`src/rtl/core/ppws_pkg.sv`:
```
// ppws_pkg: widths, register indexes, reset values and divider handshake types
// for the pulse period wind speed block; no dependencies
package ppws_pkg;

    localparam int TIMER_BITS_DEF = 32;
    localparam int PERIOD_W       = 32;
    localparam int SPEED_W        = 16;
    localparam int SCALE_W        = 20;
    localparam int VMAX_W         = 16;
    localparam int CFG_IDX_W      = 3;
    localparam int CFG_DATA_W     = 32;
    // scale_um * 1000 stays below 2^30
    localparam int DIVIDEND_W     = 30;

    localparam logic [CFG_IDX_W-1:0] REG_ENABLE = 3'd0;
    localparam logic [CFG_IDX_W-1:0] REG_SCALE  = 3'd1;
    localparam logic [CFG_IDX_W-1:0] REG_DT_MIN = 3'd2;
    localparam logic [CFG_IDX_W-1:0] REG_DT_MAX = 3'd3;
    localparam logic [CFG_IDX_W-1:0] REG_VMAX   = 3'd4;

    localparam logic [SCALE_W-1:0]  SCALE_RST  = 20'd1000;
    localparam logic [PERIOD_W-1:0] DT_MIN_RST = 32'd1000;
    localparam logic [PERIOD_W-1:0] DT_MAX_RST = 32'd1000000;
    localparam logic [VMAX_W-1:0]   VMAX_RST   = 16'd50000;
    localparam logic [SPEED_W-1:0]  SPEED_CAP  = 16'hFFFF;

    typedef struct packed {
        logic start;
    } div_ctrl_t;

    typedef struct packed {
        logic busy;
        logic done;
    } div_stat_t;

endpackage

```
`src/rtl/core/ppws_if.sv`:
```
// ppws_if: request channels of the pulse period wind speed block
// depends on ppws_pkg for field widths
interface ppws_in_if;
    logic valid;
    logic ready;
    logic tick;
    logic edge_req;

    modport source (output valid, output tick, output edge_req, input ready);
    modport sink   (input valid, input tick, input edge_req, output ready);
endinterface

interface ppws_out_if;
    logic                           valid;
    logic                           ready;
    logic                           measuring;
    logic [ppws_pkg::PERIOD_W-1:0]  period_us;
    logic [ppws_pkg::SPEED_W-1:0]   speed_mm_s;

    modport source (output valid, output measuring, output period_us, output speed_mm_s,
                    input ready);
    modport sink   (input valid, input measuring, input period_us, input speed_mm_s,
                    output ready);
endinterface

```
`src/rtl/core/ppws_div.sv`:
```
// ppws_div: bit-serial restoring divider, one quotient bit per cycle
// depends on ppws_pkg for the control and status structs
module ppws_div #(
    parameter int DIVIDEND_W = ppws_pkg::DIVIDEND_W,
    parameter int DIVISOR_W  = ppws_pkg::PERIOD_W
) (
    input  logic                    clk,
    input  logic                    rst_n,
    input  ppws_pkg::div_ctrl_t     ctrl,
    input  logic [DIVIDEND_W-1:0]   dividend,
    input  logic [DIVISOR_W-1:0]    divisor,
    output ppws_pkg::div_stat_t     stat,
    output logic [DIVIDEND_W-1:0]   quotient
);
    import ppws_pkg::*;

    localparam int CNT_W = (DIVIDEND_W > 1) ? $clog2(DIVIDEND_W) : 1;

    logic                  busy_reg, busy_next;
    logic                  done_reg, done_next;
    logic [CNT_W-1:0]      cnt_reg, cnt_next;
    logic [DIVIDEND_W-1:0] q_reg, q_next;
    logic [DIVISOR_W-1:0]  rem_reg, rem_next;
    logic [DIVISOR_W-1:0]  dvs_reg, dvs_next;
    logic [DIVISOR_W:0]    trial;
    logic [DIVISOR_W:0]    diff;
    logic                  fits;

    assign trial = {rem_reg, q_reg[DIVIDEND_W-1]};
    assign diff  = trial - {1'b0, dvs_reg};
    assign fits  = (trial >= {1'b0, dvs_reg});

    always_comb
    begin
        busy_next = busy_reg;
        done_next = 1'b0;
        cnt_next  = cnt_reg;
        q_next    = q_reg;
        rem_next  = rem_reg;
        dvs_next  = dvs_reg;
        if (ctrl.start)
        begin
            busy_next = 1'b1;
            cnt_next  = '0;
            q_next    = dividend;
            rem_next  = '0;
            dvs_next  = divisor;
        end
        else if (busy_reg)
        begin
            rem_next = fits ? diff[DIVISOR_W-1:0] : trial[DIVISOR_W-1:0];
            q_next   = {q_reg[DIVIDEND_W-2:0], fits};
            cnt_next = cnt_reg + CNT_W'(1);
            if (cnt_reg == CNT_W'(DIVIDEND_W - 1))
            begin
                busy_next = 1'b0;
                done_next = 1'b1;
            end
        end
    end

    always_ff @(posedge clk or negedge rst_n)
    begin
        if (!rst_n)
        begin
            busy_reg <= 1'b0;
            done_reg <= 1'b0;
            cnt_reg  <= '0;
        end
        else
        begin
            busy_reg <= busy_next;
            done_reg <= done_next;
            cnt_reg  <= cnt_next;
        end
    end

    always_ff @(posedge clk)
    begin
        q_reg   <= q_next;
        rem_reg <= rem_next;
        dvs_reg <= dvs_next;
    end

    assign stat.busy = busy_reg;
    assign stat.done = done_reg;
    assign quotient  = q_reg;

    a_start_idle: assert property (@(posedge clk) disable iff (!rst_n)
        ctrl.start |-> !busy_reg)
        else $error("divider started while busy");
    a_done_after_busy: assert property (@(posedge clk) disable iff (!rst_n)
        done_reg |-> $past(busy_reg))
        else $error("divider done without a running division");
    a_rem_below_divisor: assert property (@(posedge clk) disable iff (!rst_n)
        (busy_reg && !$past(ctrl.start)) |-> (rem_reg < dvs_reg))
        else $error("partial remainder not below divisor");

endmodule

```
`src/rtl/core/pulse_period_wind_speed.sv`:
```
// pulse_period_wind_speed: cup anemometer speed from the pulse period
// depends on ppws_pkg, ppws_if (channels) and ppws_div (serial divider)
//
//  channel  dir  handshake             payload
//  sample   in   valid/ready           tick, edge_req
//  result   out  valid/ready           measuring, period_us, speed_mm_s
//  cfg      in   cfg_we (no wait)      cfg_idx, cfg_data
//
// an item with no period, a zero period or a period outside [dt_min_us,
// dt_max_us] goes through S_EDGE, S_EVAL and S_PUSH to the result register;
// others add S_DIV, one quotient bit per cycle over a 30-bit dividend
// rst_n clears the timer, measurement and control, and loads register defaults
// a finished result sits in the output register; the next request is taken
// while it waits, and a second result holds in the final state until taken
module pulse_period_wind_speed #(
    parameter int TIMER_BITS = ppws_pkg::TIMER_BITS_DEF
) (
    input  logic                              clk,
    input  logic                              rst_n,
    ppws_in_if.sink                           sample,
    ppws_out_if.source                        result,
    input  logic                              cfg_we,
    input  logic [ppws_pkg::CFG_IDX_W-1:0]    cfg_idx,
    input  logic [ppws_pkg::CFG_DATA_W-1:0]   cfg_data
);
    import ppws_pkg::*;

    // timer difference is widened so the saturation to 32 bits works at any width
    localparam int EXT_W = (TIMER_BITS > PERIOD_W) ? TIMER_BITS : PERIOD_W;

    typedef enum logic [4:0] {
        S_IDLE = 5'b00001,
        S_EDGE = 5'b00010,
        S_EVAL = 5'b00100,
        S_DIV  = 5'b01000,
        S_PUSH = 5'b10000
    } state_t;

    state_t                state_reg, state_next;

    // configuration registers
    logic                  enable_reg;
    logic [SCALE_W-1:0]    scale_reg;
    logic [PERIOD_W-1:0]   dt_min_reg;
    logic [PERIOD_W-1:0]   dt_max_reg;
    logic [VMAX_W-1:0]     vmax_reg;

    // measurement state
    logic [TIMER_BITS-1:0] timer_reg, timer_next;
    logic [TIMER_BITS-1:0] last_reg, last_next;
    logic [PERIOD_W-1:0]   period_reg, period_next;
    logic                  edge_seen_reg, edge_seen_next;
    logic                  have_period_reg, have_period_next;
    logic [SPEED_W-1:0]    speed_reg, speed_next;

    // latched request bit
    logic                  edge_reg, edge_next;

    // output register
    logic                  out_valid_reg, out_valid_next;
    logic                  out_meas_reg, out_meas_next;
    logic [PERIOD_W-1:0]   out_period_reg, out_period_next;
    logic [SPEED_W-1:0]    out_speed_reg, out_speed_next;

    logic                  accept;
    logic                  push_ok;
    logic [TIMER_BITS-1:0] diff;
    logic [EXT_W-1:0]      diff_ext;
    logic [PERIOD_W-1:0]   diff_sat;
    logic [DIVIDEND_W-1:0] dividend;
    logic [DIVIDEND_W-1:0] quotient;
    div_ctrl_t             div_ctrl;
    div_stat_t             div_stat;

    assign sample.ready = (state_reg == S_IDLE);
    assign accept       = sample.valid && sample.ready;
    assign push_ok      = !out_valid_reg || result.ready;

    // elapsed time since the previous edge, wrapped, then clamped to 32 bits
    assign diff     = timer_reg - last_reg;
    assign diff_ext = EXT_W'(diff);
    assign diff_sat = (diff_ext > EXT_W'({PERIOD_W{1'b1}})) ? {PERIOD_W{1'b1}}
                                                             : diff_ext[PERIOD_W-1:0];

    // scale * 1000 as scale * 1024 - scale * 16 - scale * 8
    assign dividend = (DIVIDEND_W'(scale_reg) << 10) - (DIVIDEND_W'(scale_reg) << 4)
                    - (DIVIDEND_W'(scale_reg) << 3);

    ppws_div #(
        .DIVIDEND_W (DIVIDEND_W),
        .DIVISOR_W  (PERIOD_W)
    ) u_div (
        .clk      (clk),
        .rst_n    (rst_n),
        .ctrl     (div_ctrl),
        .dividend (dividend),
        .divisor  (period_reg),
        .stat     (div_stat),
        .quotient (quotient)
    );

    always_comb
    begin
        state_next       = state_reg;
        timer_next       = timer_reg;
        last_next        = last_reg;
        period_next      = period_reg;
        edge_seen_next   = edge_seen_reg;
        have_period_next = have_period_reg;
        speed_next       = speed_reg;
        edge_next        = edge_reg;
        out_valid_next   = out_valid_reg;
        out_meas_next    = out_meas_reg;
        out_period_next  = out_period_reg;
        out_speed_next   = out_speed_reg;
        div_ctrl.start   = 1'b0;

        if (out_valid_reg && result.ready)
        begin
            out_valid_next = 1'b0;
        end

        unique case (state_reg)
            S_IDLE:
            begin
                if (accept)
                begin
                    // tick lands before the edge
                    timer_next = timer_reg + TIMER_BITS'(sample.tick);
                    edge_next  = sample.edge_req;
                    state_next = S_EDGE;
                end
            end
            S_EDGE:
            begin
                if (enable_reg && edge_reg)
                begin
                    if (!edge_seen_reg)
                    begin
                        edge_seen_next = 1'b1;
                    end
                    else
                    begin
                        period_next      = diff_sat;
                        have_period_next = 1'b1;
                    end
                    last_next = timer_reg;
                end
                state_next = S_EVAL;
            end
            S_EVAL:
            begin
                // upper bound before lower bound, so an inverted window reads zero above dt_max
                state_next = S_PUSH;
                if (!have_period_reg)
                begin
                    speed_next = '0;
                end
                else if (period_reg > dt_max_reg)
                begin
                    speed_next = '0;
                end
                else if (period_reg < dt_min_reg)
                begin
                    speed_next = vmax_reg;
                end
                else if (period_reg == '0)
                begin
                    speed_next = SPEED_CAP;
                end
                else
                begin
                    div_ctrl.start = 1'b1;
                    state_next     = S_DIV;
                end
            end
            S_DIV:
            begin
                if (div_stat.done)
                begin
                    speed_next = (|quotient[DIVIDEND_W-1:SPEED_W]) ? SPEED_CAP
                                                                    : quotient[SPEED_W-1:0];
                    state_next = S_PUSH;
                end
            end
            S_PUSH:
            begin
                if (push_ok)
                begin
                    out_valid_next  = 1'b1;
                    out_meas_next   = edge_seen_reg;
                    out_period_next = edge_seen_reg ? period_reg : '0;
                    out_speed_next  = speed_reg;
                    state_next      = S_IDLE;
                end
            end
            default:
            begin
                state_next = S_IDLE;
            end
        endcase

        // any write of the enable register restarts the measurement
        if (cfg_we && (cfg_idx == REG_ENABLE))
        begin
            period_next      = '0;
            edge_seen_next   = 1'b0;
            have_period_next = 1'b0;
            speed_next       = '0;
        end
    end

    // configuration writes, bits above each register's width dropped
    always_ff @(posedge clk or negedge rst_n)
    begin
        if (!rst_n)
        begin
            enable_reg <= 1'b0;
            scale_reg  <= SCALE_RST;
            dt_min_reg <= DT_MIN_RST;
            dt_max_reg <= DT_MAX_RST;
            vmax_reg   <= VMAX_RST;
        end
        else if (cfg_we)
        begin
            unique case (cfg_idx)
                REG_ENABLE: enable_reg <= cfg_data[0];
                REG_SCALE:  scale_reg  <= cfg_data[SCALE_W-1:0];
                REG_DT_MIN: dt_min_reg <= cfg_data[PERIOD_W-1:0];
                REG_DT_MAX: dt_max_reg <= cfg_data[PERIOD_W-1:0];
                REG_VMAX:   vmax_reg   <= cfg_data[VMAX_W-1:0];
                default:    ;
            endcase
        end
    end

    always_ff @(posedge clk or negedge rst_n)
    begin
        if (!rst_n)
        begin
            state_reg       <= S_IDLE;
            timer_reg       <= '0;
            last_reg        <= '0;
            period_reg      <= '0;
            edge_seen_reg   <= 1'b0;
            have_period_reg <= 1'b0;
            speed_reg       <= '0;
            out_valid_reg   <= 1'b0;
        end
        else
        begin
            state_reg       <= state_next;
            timer_reg       <= timer_next;
            last_reg        <= last_next;
            period_reg      <= period_next;
            edge_seen_reg   <= edge_seen_next;
            have_period_reg <= have_period_next;
            speed_reg       <= speed_next;
            out_valid_reg   <= out_valid_next;
        end
    end

    // payload registers
    always_ff @(posedge clk)
    begin
        edge_reg       <= edge_next;
        out_meas_reg   <= out_meas_next;
        out_period_reg <= out_period_next;
        out_speed_reg  <= out_speed_next;
    end

    assign result.valid      = out_valid_reg;
    assign result.measuring  = out_meas_reg;
    assign result.period_us  = out_period_reg;
    assign result.speed_mm_s = out_speed_reg;

    a_period_needs_edge: assert property (@(posedge clk) disable iff (!rst_n)
        have_period_reg |-> edge_seen_reg)
        else $error("period flagged without a first edge");
    a_idle_divider: assert property (@(posedge clk) disable iff (!rst_n)
        (state_reg == S_IDLE) |-> !div_stat.busy)
        else $error("divider running while block is idle");
    a_done_in_div: assert property (@(posedge clk) disable iff (!rst_n)
        div_stat.done |-> (state_reg == S_DIV))
        else $error("divider result outside the divide state");
    a_quiet_when_idle_meas: assert property (@(posedge clk) disable iff (!rst_n)
        (out_valid_reg && !out_meas_reg) |-> (out_period_reg == '0 && out_speed_reg == '0))
        else $error("result carries period or speed before any edge");
    a_push_loads: assert property (@(posedge clk) disable iff (!rst_n)
        (state_reg == S_PUSH && push_ok) |=> out_valid_reg)
        else $error("finished result not loaded into output register");

endmodule

```
`src/flat_wrapper.sv`:
```
// flat-port wrapper written by rule: the top's interface ports become plain ports
module pulse_period_wind_speed_flat import ppws_pkg::*;
#(
    parameter int TIMER_BITS = ppws_pkg::TIMER_BITS_DEF
)
  (clk, rst_n, cfg_we, cfg_idx, cfg_data, sample_valid, sample_tick, sample_edge_req, sample_ready, result_valid, result_measuring, result_period_us, result_speed_mm_s, result_ready);
  ppws_in_if sample_i ();
  ppws_out_if result_i ();
  input  logic clk;
  input  logic rst_n;
  input  logic cfg_we;
  input  logic [ppws_pkg::CFG_IDX_W-1:0] cfg_idx;
  input  logic [ppws_pkg::CFG_DATA_W-1:0] cfg_data;
  input wire logic [$bits(sample_i.valid)-1:0] sample_valid;
  input wire logic [$bits(sample_i.tick)-1:0] sample_tick;
  input wire logic [$bits(sample_i.edge_req)-1:0] sample_edge_req;
  output wire logic [$bits(sample_i.ready)-1:0] sample_ready;
  output wire logic [$bits(result_i.valid)-1:0] result_valid;
  output wire logic [$bits(result_i.measuring)-1:0] result_measuring;
  output wire logic [$bits(result_i.period_us)-1:0] result_period_us;
  output wire logic [$bits(result_i.speed_mm_s)-1:0] result_speed_mm_s;
  input wire logic [$bits(result_i.ready)-1:0] result_ready;
  assign sample_i.valid = sample_valid;
  assign sample_i.tick = sample_tick;
  assign sample_i.edge_req = sample_edge_req;
  assign sample_ready = sample_i.ready;
  assign result_valid = result_i.valid;
  assign result_measuring = result_i.measuring;
  assign result_period_us = result_i.period_us;
  assign result_speed_mm_s = result_i.speed_mm_s;
  assign result_i.ready = result_ready;
  pulse_period_wind_speed #(.TIMER_BITS(TIMER_BITS)) u_core (.clk(clk), .rst_n(rst_n), .sample(sample_i), .result(result_i), .cfg_we(cfg_we), .cfg_idx(cfg_idx), .cfg_data(cfg_data));
endmodule
```
`config.mk`:
```
export PLATFORM = sky130hd
export DESIGN_NAME = pulse_period_wind_speed_flat
export DESIGN_NICKNAME = d
export VERILOG_FILES = /design/src/rtl/core/ppws_pkg.sv /design/src/rtl/core/ppws_if.sv /design/src/rtl/core/ppws_div.sv /design/src/rtl/core/pulse_period_wind_speed.sv /design/src/flat_wrapper.sv
export SDC_FILE = /design/constraint.sdc
export NUM_CORES = 1
export LEC_CHECK = 0
export ABC_AREA = 0
export BUFFER_PORTS_ARGS = -buffer_cell sky130_fd_sc_hd__buf_2
export CAP_MARGIN = 10
export CORE_ASPECT_RATIO = 1.1
export CORE_UTILIZATION = 45
export CTS_CLUSTER_SIZE = 8
export DETAILED_ROUTE_END_ITERATION = 8
export PLACE_DENSITY = 0.69
export SYNTH_ARGS = -nofsm -noshare
export SYNTH_HDL_FRONTEND = slang
export SYNTH_SLANG_ARGS = --single-unit
```
`constraint.sdc`:
```
create_clock -name clk -period 3.6 [get_ports clk]
set_input_delay 1.08 -clock clk [delete_from_list [all_inputs] [get_ports clk]]
set_output_delay 1.08 -clock clk [all_outputs]
set_load 0.01 [all_outputs]
```
; After elaboration in Yosys (flattened, before gate mapping)
; Cells that the tools add are included.
[totals]
ram_bits = 0
regBits = 372
latch_bits = 0
romBits = 0
mem_count = 0
out_inout_bits = 51
[op_classes]
n_addsub = 6
div = 0
n_eq_ne = 15
order_cmp = 4
mul = 0
reduce_logical = 26
n_shift = 0
mux = 47
bitwise = 0
[ops]
columns = cell, n
row1 = $mux 32, 6
row2 = $mux 16, 7
row3 = $sub 32x32->32, 2
row4 = $mux 30, 2
row5 = $mux 5, 9
row6 = $ge 33x32->1, 1
row7 = $add 32x1->32, 1
row8 = $gt 32x32->1, 1
row9 = $gt 32x32->1 const B, 1
row10 = $logic_not 32->1, 1
row11 = $lt 32x32->1, 1
row12 = $pmux 16 s2, 1
row13 = $sub 30x23->30, 1
row14 = $sub 30x24->30, 1
row15 = $pmux 5 s5, 1
row16 = $mux 1, 21
row17 = $reduce_and 2->1, 9
row18 = $reduce_or 14->1, 1
row19 = $eq 5x5->1 const B, 2
row20 = $reduce_and 3->1, 3
row21 = $reduce_bool 2->1, 4
row22 = $eq 3x2->1 const B, 2
row23 = $ne 6x6->1 const B, 1
row24 = $add 5x1->5 const B, 1
row25 = 14 further kinds, 18

; Longest topological paths before layout
[logic_depth]
word_depth = 7
mapped_depth = 14
ltp_nobuf = 13

; By module
; A second synthesis with hierarchy kept.
[hier_totals]
hier_cells = 2111
hier_area_um2 = 21266.6
[by_module_without_submodules]
columns = mod, area_per_inst_um2, n_inst, cells_each
row1 = pulse_period_wind_speed, 15307.2, 1, 1519
row2 = ppws_div, 5959.5, 1, 592

; Worst setup path before layout
; No wires, ideal clock.
[synth_timing]
path_type = input-to-reg
from = input result_ready
to = register u_core.out_meas_reg (netlist: u_core.result.measuring) (enable)
stages = 2
t_required_ns = 3.139
t_arrival_ns = 3.433
setup_ns = 0.461
path_slack_ns = -0.294
cell_sequence = nand2b_1 > nor2b_1
[synth_between]
elab_chain_len = 2
[synth_lines]
columns = item, line_no
row1 = "start, declared", flat_wrapper.sv:22  ; input wire logic [$bits(result_i.ready)-1:0] result_ready;
row2 = $logic_or 1x1->1, pulse_period_wind_speed.sv:77  ; assign push_ok = !out_valid_reg || result.ready;
row3 = $reduce_and 2->1 (no line), --
row4 = "end signal, assigned", pulse_period_wind_speed.sv:267  ; out_meas_reg <= out_meas_next;
row5 = "end, declared", pulse_period_wind_speed.sv:61  ; logic out_meas_reg, out_meas_next;
; No other way between the ends.
; A chain may end at the register's enable or synchronous reset.

; Worst setup path in the final report
[layout_timing]
from = register u_core.scale_reg[3]
to = register u_core.u_div.q_reg[20] (netlist: u_core.u_div.quotient[20]) (data pin)
[layout_between]
elab_chain_len = 3
[layout_lines]
columns = item, line_no
row1 = "start, declared", pulse_period_wind_speed.sv:43  ; logic [SCALE_W-1:0] scale_reg;
row2 = "start signal, assigned", pulse_period_wind_speed.sv:228  ; REG_SCALE: scale_reg <= cfg_data[SCALE_W-1:0];
row3 = $sub 30x24->30, pulse_period_wind_speed.sv:86  ; assign dividend = (DIVIDEND_W'(scale_reg) << 10) - (DIVIDEND_W'(scale_reg) << 4)
row4 = $sub 30x23->30 (*), pulse_period_wind_speed.sv:87  ; - (DIVIDEND_W'(scale_reg) << 3);
row5 = $mux 30 (*), ppws_div.sv:41  ; if (ctrl.start)
row6 = named net u_core.u_div.q_next[20], ppws_div.sv:22  ; logic [DIVIDEND_W-1:0] q_reg, q_next;
row7 = "end signal, assigned", ppws_div.sv:80  ; q_reg <= q_next;
row8 = "end, declared", ppws_div.sv:22
; The timed path passes the listed nets; every way through them passes the cells marked *.

==> flow_metrics.py <==
metrics = {
    "outcome": {
        "outcome": "finished, final reports clean",
    },
    "synthesis": {
        "syn_inst": 2113,
        "synth_seq_cells": 372,
        "synth_cell_types": 87,
        "synth_ff_type": "dfrtp_1",
        "synthArstFlopShare_pct": 61.3,
        "synth_seq_area_share_pct": 45.8,
        "synth_most_common_cell": "nand2_1",
        "synth.area.top_cells": "dfrtp_1, edfxtp_1, ha_1",
        "synth_top_area_cell": "dfrtp_1",
        "post_synth.cell_area_avg_sq_um": 10.1,
        "synth_edf_count": 112,
        "synth_top_cells_by_count": "nand2_1, inv_1, dfrtp_1, ha_1, o21ai_0",
        "synthesis.nets": 2336,
        "synth_warnings": 0,
        "synth_top_area_share_pct": 23.8,
        "syn-cell-area_sq_mm": 0.0213,
    },
    "sta": {
        "hold_violations": 0,
        "rsz0062_at_grt": "no",
        "relSlewSlack_pct": 39.2,
        "min_period_ps": 3480,
        "clock_skew_ps": 24.2,
        "final_max_slew_viol_count": 0,
        "tightest_slew_ps": 912,
        "period_share_pct": 96.6,
        "setup_viol_count_final": 0,
        "fmax_ghz": 0.288,
    },
    "layout": {
        "layout.nets": 2467,
        "final_area_sq_mm": 0.0243,
        "fill_cells": 4039,
        "fin_cells": 2879,
        "drive_gt1_share_pct": 15.0,
        "area_growth_pct": 14.5,
        "n_antenna_cell": 0,
    },
    "power": {
        "swShare_pct": 34.1,
        "switchingPower_mw": 5.05,
        "power_density_mw_per_mm2": 609,
        "combPwrFrac_pct": 33.8,
        "internal-power_mw": 9.78,
        "ir_worst_vdd_uv": 363,
        "power_frac_clock_pct": 31.2,
        "power_frac_seq_pct": 35.0,
        "power_leakage_nw": 10.9,
    },
    "grt": {
        "grt_max_degree": 82,
        "grt_overflow": 0,
        "grt_pass1_vias": 16394,
        "grt_pass1_wl_um": 86900,
        "antenna_found_initial": 0,
        "grt_usage_pct": 22.5,
    },
    "floorplanning": {
        "coreArea_sq_mm": 0.0466,
        "ios": 93,
        "die-area_sq_mm": 0.0481,
        "start_util_pct": 45.6,
        "die_h_um": 230,
        "die_width_um": 209,
        "placementRows": 83,
    },
    "cts": {
        "clk_latency_ps": 570,
        "clk_path_buf_depth": 3,
        "cts-root-buf": "clkbuf_16",
        "cts_tree": "yes",
        "cts.clk_slew.worst_paths_ps": 60,
        "cts_htree_levels": 2,
        "clkSinkCount": 372,
        "cts_inserted_buffers": 52,
        "cts.hold.buffers_added": 0,
    },
    "place": {
        "hpwl_um": 39300,
        "port_buffers": 92,
        "gp_congestion": 0.896,
        "dp_cells": 2781,
        "place_area_sq_mm": 0.0227,
    },
    "detailed_routing": {
        "drc": 0,
        "vias": 16243,
        "firstDrtPassIters": 5,
        "vias_per_cell": 5.64,
        "wl_um": 54000,
        "drtIter0Drc": 1202,
        "drt-wirelength-per-cell_um": 18.8,
        "antenna_left": 0,
    },
    "critical_path": {
        "reg2reg_from": "u_core.scale_reg[3]$_DFFE_PN1P_",
        "worst_r2r_path_depth": 11,
        "crit_path_end_kind": "register",
        "cp.required_ps": 3920,
        "rr_endpoint": "u_core.u_div.quotient[20]$_DFFE_PP_",
        "start_kind": "register",
        "critPathLaunch": "u_core.scale_reg[3]$_DFFE_PN1P_",
        "arrival_ps": 3800,
        "critPathKind": "reg -> reg",
        "cp_max_fo": 6,
        "endpoint": "u_core.u_div.quotient[20]$_DFFE_PP_",
        "rrSetupSlack_ps": 120,
    },
    "hold_path": {
        "hold_path_class": "reg -> reg",
    },
    "job": {
        "drv_cap": 0,
    },
}
==> routing by layer <==
metal / GRT usage (%) / share of wire, % / routed length, um
met4: 9.19 / 3.7 / 2000
met2: 37.3 / 47 / 25500
met5: 0 / 0 / 0
met1: 29.6 / 44 / 23900
met3: 3.31 / 4.8 / 2590
==> kinds of logic (layout without fill, tap and decap cells) <==
family,count (synthesis),count (layout),share of synthesized area (%)
buf+inv,278,449,5.09
simple gates,578,578,13.1
xor+xnor,102,102,4.20
fa+ha+maj,181,181,11.2
compound gates,502,502,15.4
flops,372,372,45.8
mux,100,100,5.16
==> layout by cell type (no fill, tap or decap), types with 8 or more instances in the layout <==
master,instances
xor2_1,42
o221ai_1,19
o21ai_0,154
nand2_1,218
clkbuf_16,55
ha_1,164
o21bai_1,13
nor3_1,21
dfxtp_1,32
clkbuf_1,38
a211oi_1,17
o21a_1,12
mux2_2,71
buf_4,44
a21boi_0,8
nor2_1,106
nor4_1,15
a21o_1,46
o211ai_1,12
mux2i_1,27
and2_1,42
and3_1,21
dfrtp_1,201
nand3_1,50
buf_2,91
buf_12,9
xnor2_1,60
o31ai_1,9
a21oi_1,109
a311oi_1,20
fa_1,15
dfstp_2,26
edfxtp_1,112
a31oi_1,15
or3_1,11
nand2b_1,18
nand4_1,28
inv_1,206
nor2b_1,13
==> metrics by stage <==
step / total power, mW / worst slack [ps] / util [%] / TNS [ps] / hold WS, ps
finish: 14.8 / 122 / 52.2 / 0 / 444
global route: 15.6 / 1.51 / 52.2 / 0 / 455
CTS: 14.7 / -0.801 / 52.0 / -0.801 / 443
detailed placement: 10.0 / -18.9 / 48.7 / -18.9 / 433
global placement: 9.89 / 8.27 / 48.7 / 0 / 430
floorplan: 8.53 / 95.0 / - / 0 / 423
==> worst min-delay path by stage <==
stage | slack, ps | cells after the start | startpoint | to
after floorplan | 420 | 0 | u_core.edge_seen_reg$_DFFE_PN0P_ | u_core.result.measuring$_DFFE_PP_
after global placement | 430 | 0 | u_core.speed_reg[1]$_DFFE_PN0P_ | u_core.result.speed_mm_s[1]$_DFFE_PP_
after detailed placement | 430 | 0 | u_core.speed_reg[2]$_DFFE_PN0P_ | u_core.result.speed_mm_s[2]$_DFFE_PP_
after CTS | 440 | 0 | u_core.speed_reg[2]$_DFFE_PN0P_ | u_core.result.speed_mm_s[2]$_DFFE_PP_
after global routing | 450 | 0 | u_core.speed_reg[8]$_DFFE_PN0P_ | u_core.result.speed_mm_s[8]$_DFFE_PP_
final | 440 | 0 | u_core.speed_reg[7]$_DFFE_PN0P_ | u_core.result.speed_mm_s[7]$_DFFE_PP_
==> critical path, cell delays in order (launching register included) <==
cell	delay, ps
dfstp_2	550
inv_1	80
ha_1	340
ha_4	280
a21o_1	220
a2111o_1	420
o211ai_1	300
a211oi_2	150
or3_1	410
a21oi_2	160
xnor2_1	70
mux2_2	260
==> power groups by stage <==
stage / Sequential, mW / Combinational [mW] / Clock, mW
after global placement: 5.24 / 4.65 / 0
after detailed placement: 5.26 / 4.77 / 0
after global routing: 5.24 / 5.51 / 4.87
final: 5.20 / 5.01 / 4.62
after floorplan: 5.19 / 3.34 / 0
after CTS: 5.19 / 4.83 / 4.70
==> timing repair <==
| item | 4_1_cts | 5_1_grt |
|---|---|---|
| buffers inserted | 1 | 2 |
| cloned | 0 | 1 |
| endpoints found under the setup margin | 4 | 19 |
| gates resized for setup | 0 | 15 |
| pin swaps | 2 | 9 |
==> cell type report <==
type	instances	area [sq um]	area share, %
Inverter	208	781	3.21
Clock inverter	2	46.3	0.190
Sequential cell	372	9740	40.0
Tap cell	595	744	3.06
Clock buffer	92	1490	6.14
Timing Repair Buffer	147	1020	4.18
Multi-Input combinational cell	1463	10500	43.2
Note: power is estimated with default switching activity, not from simulation.
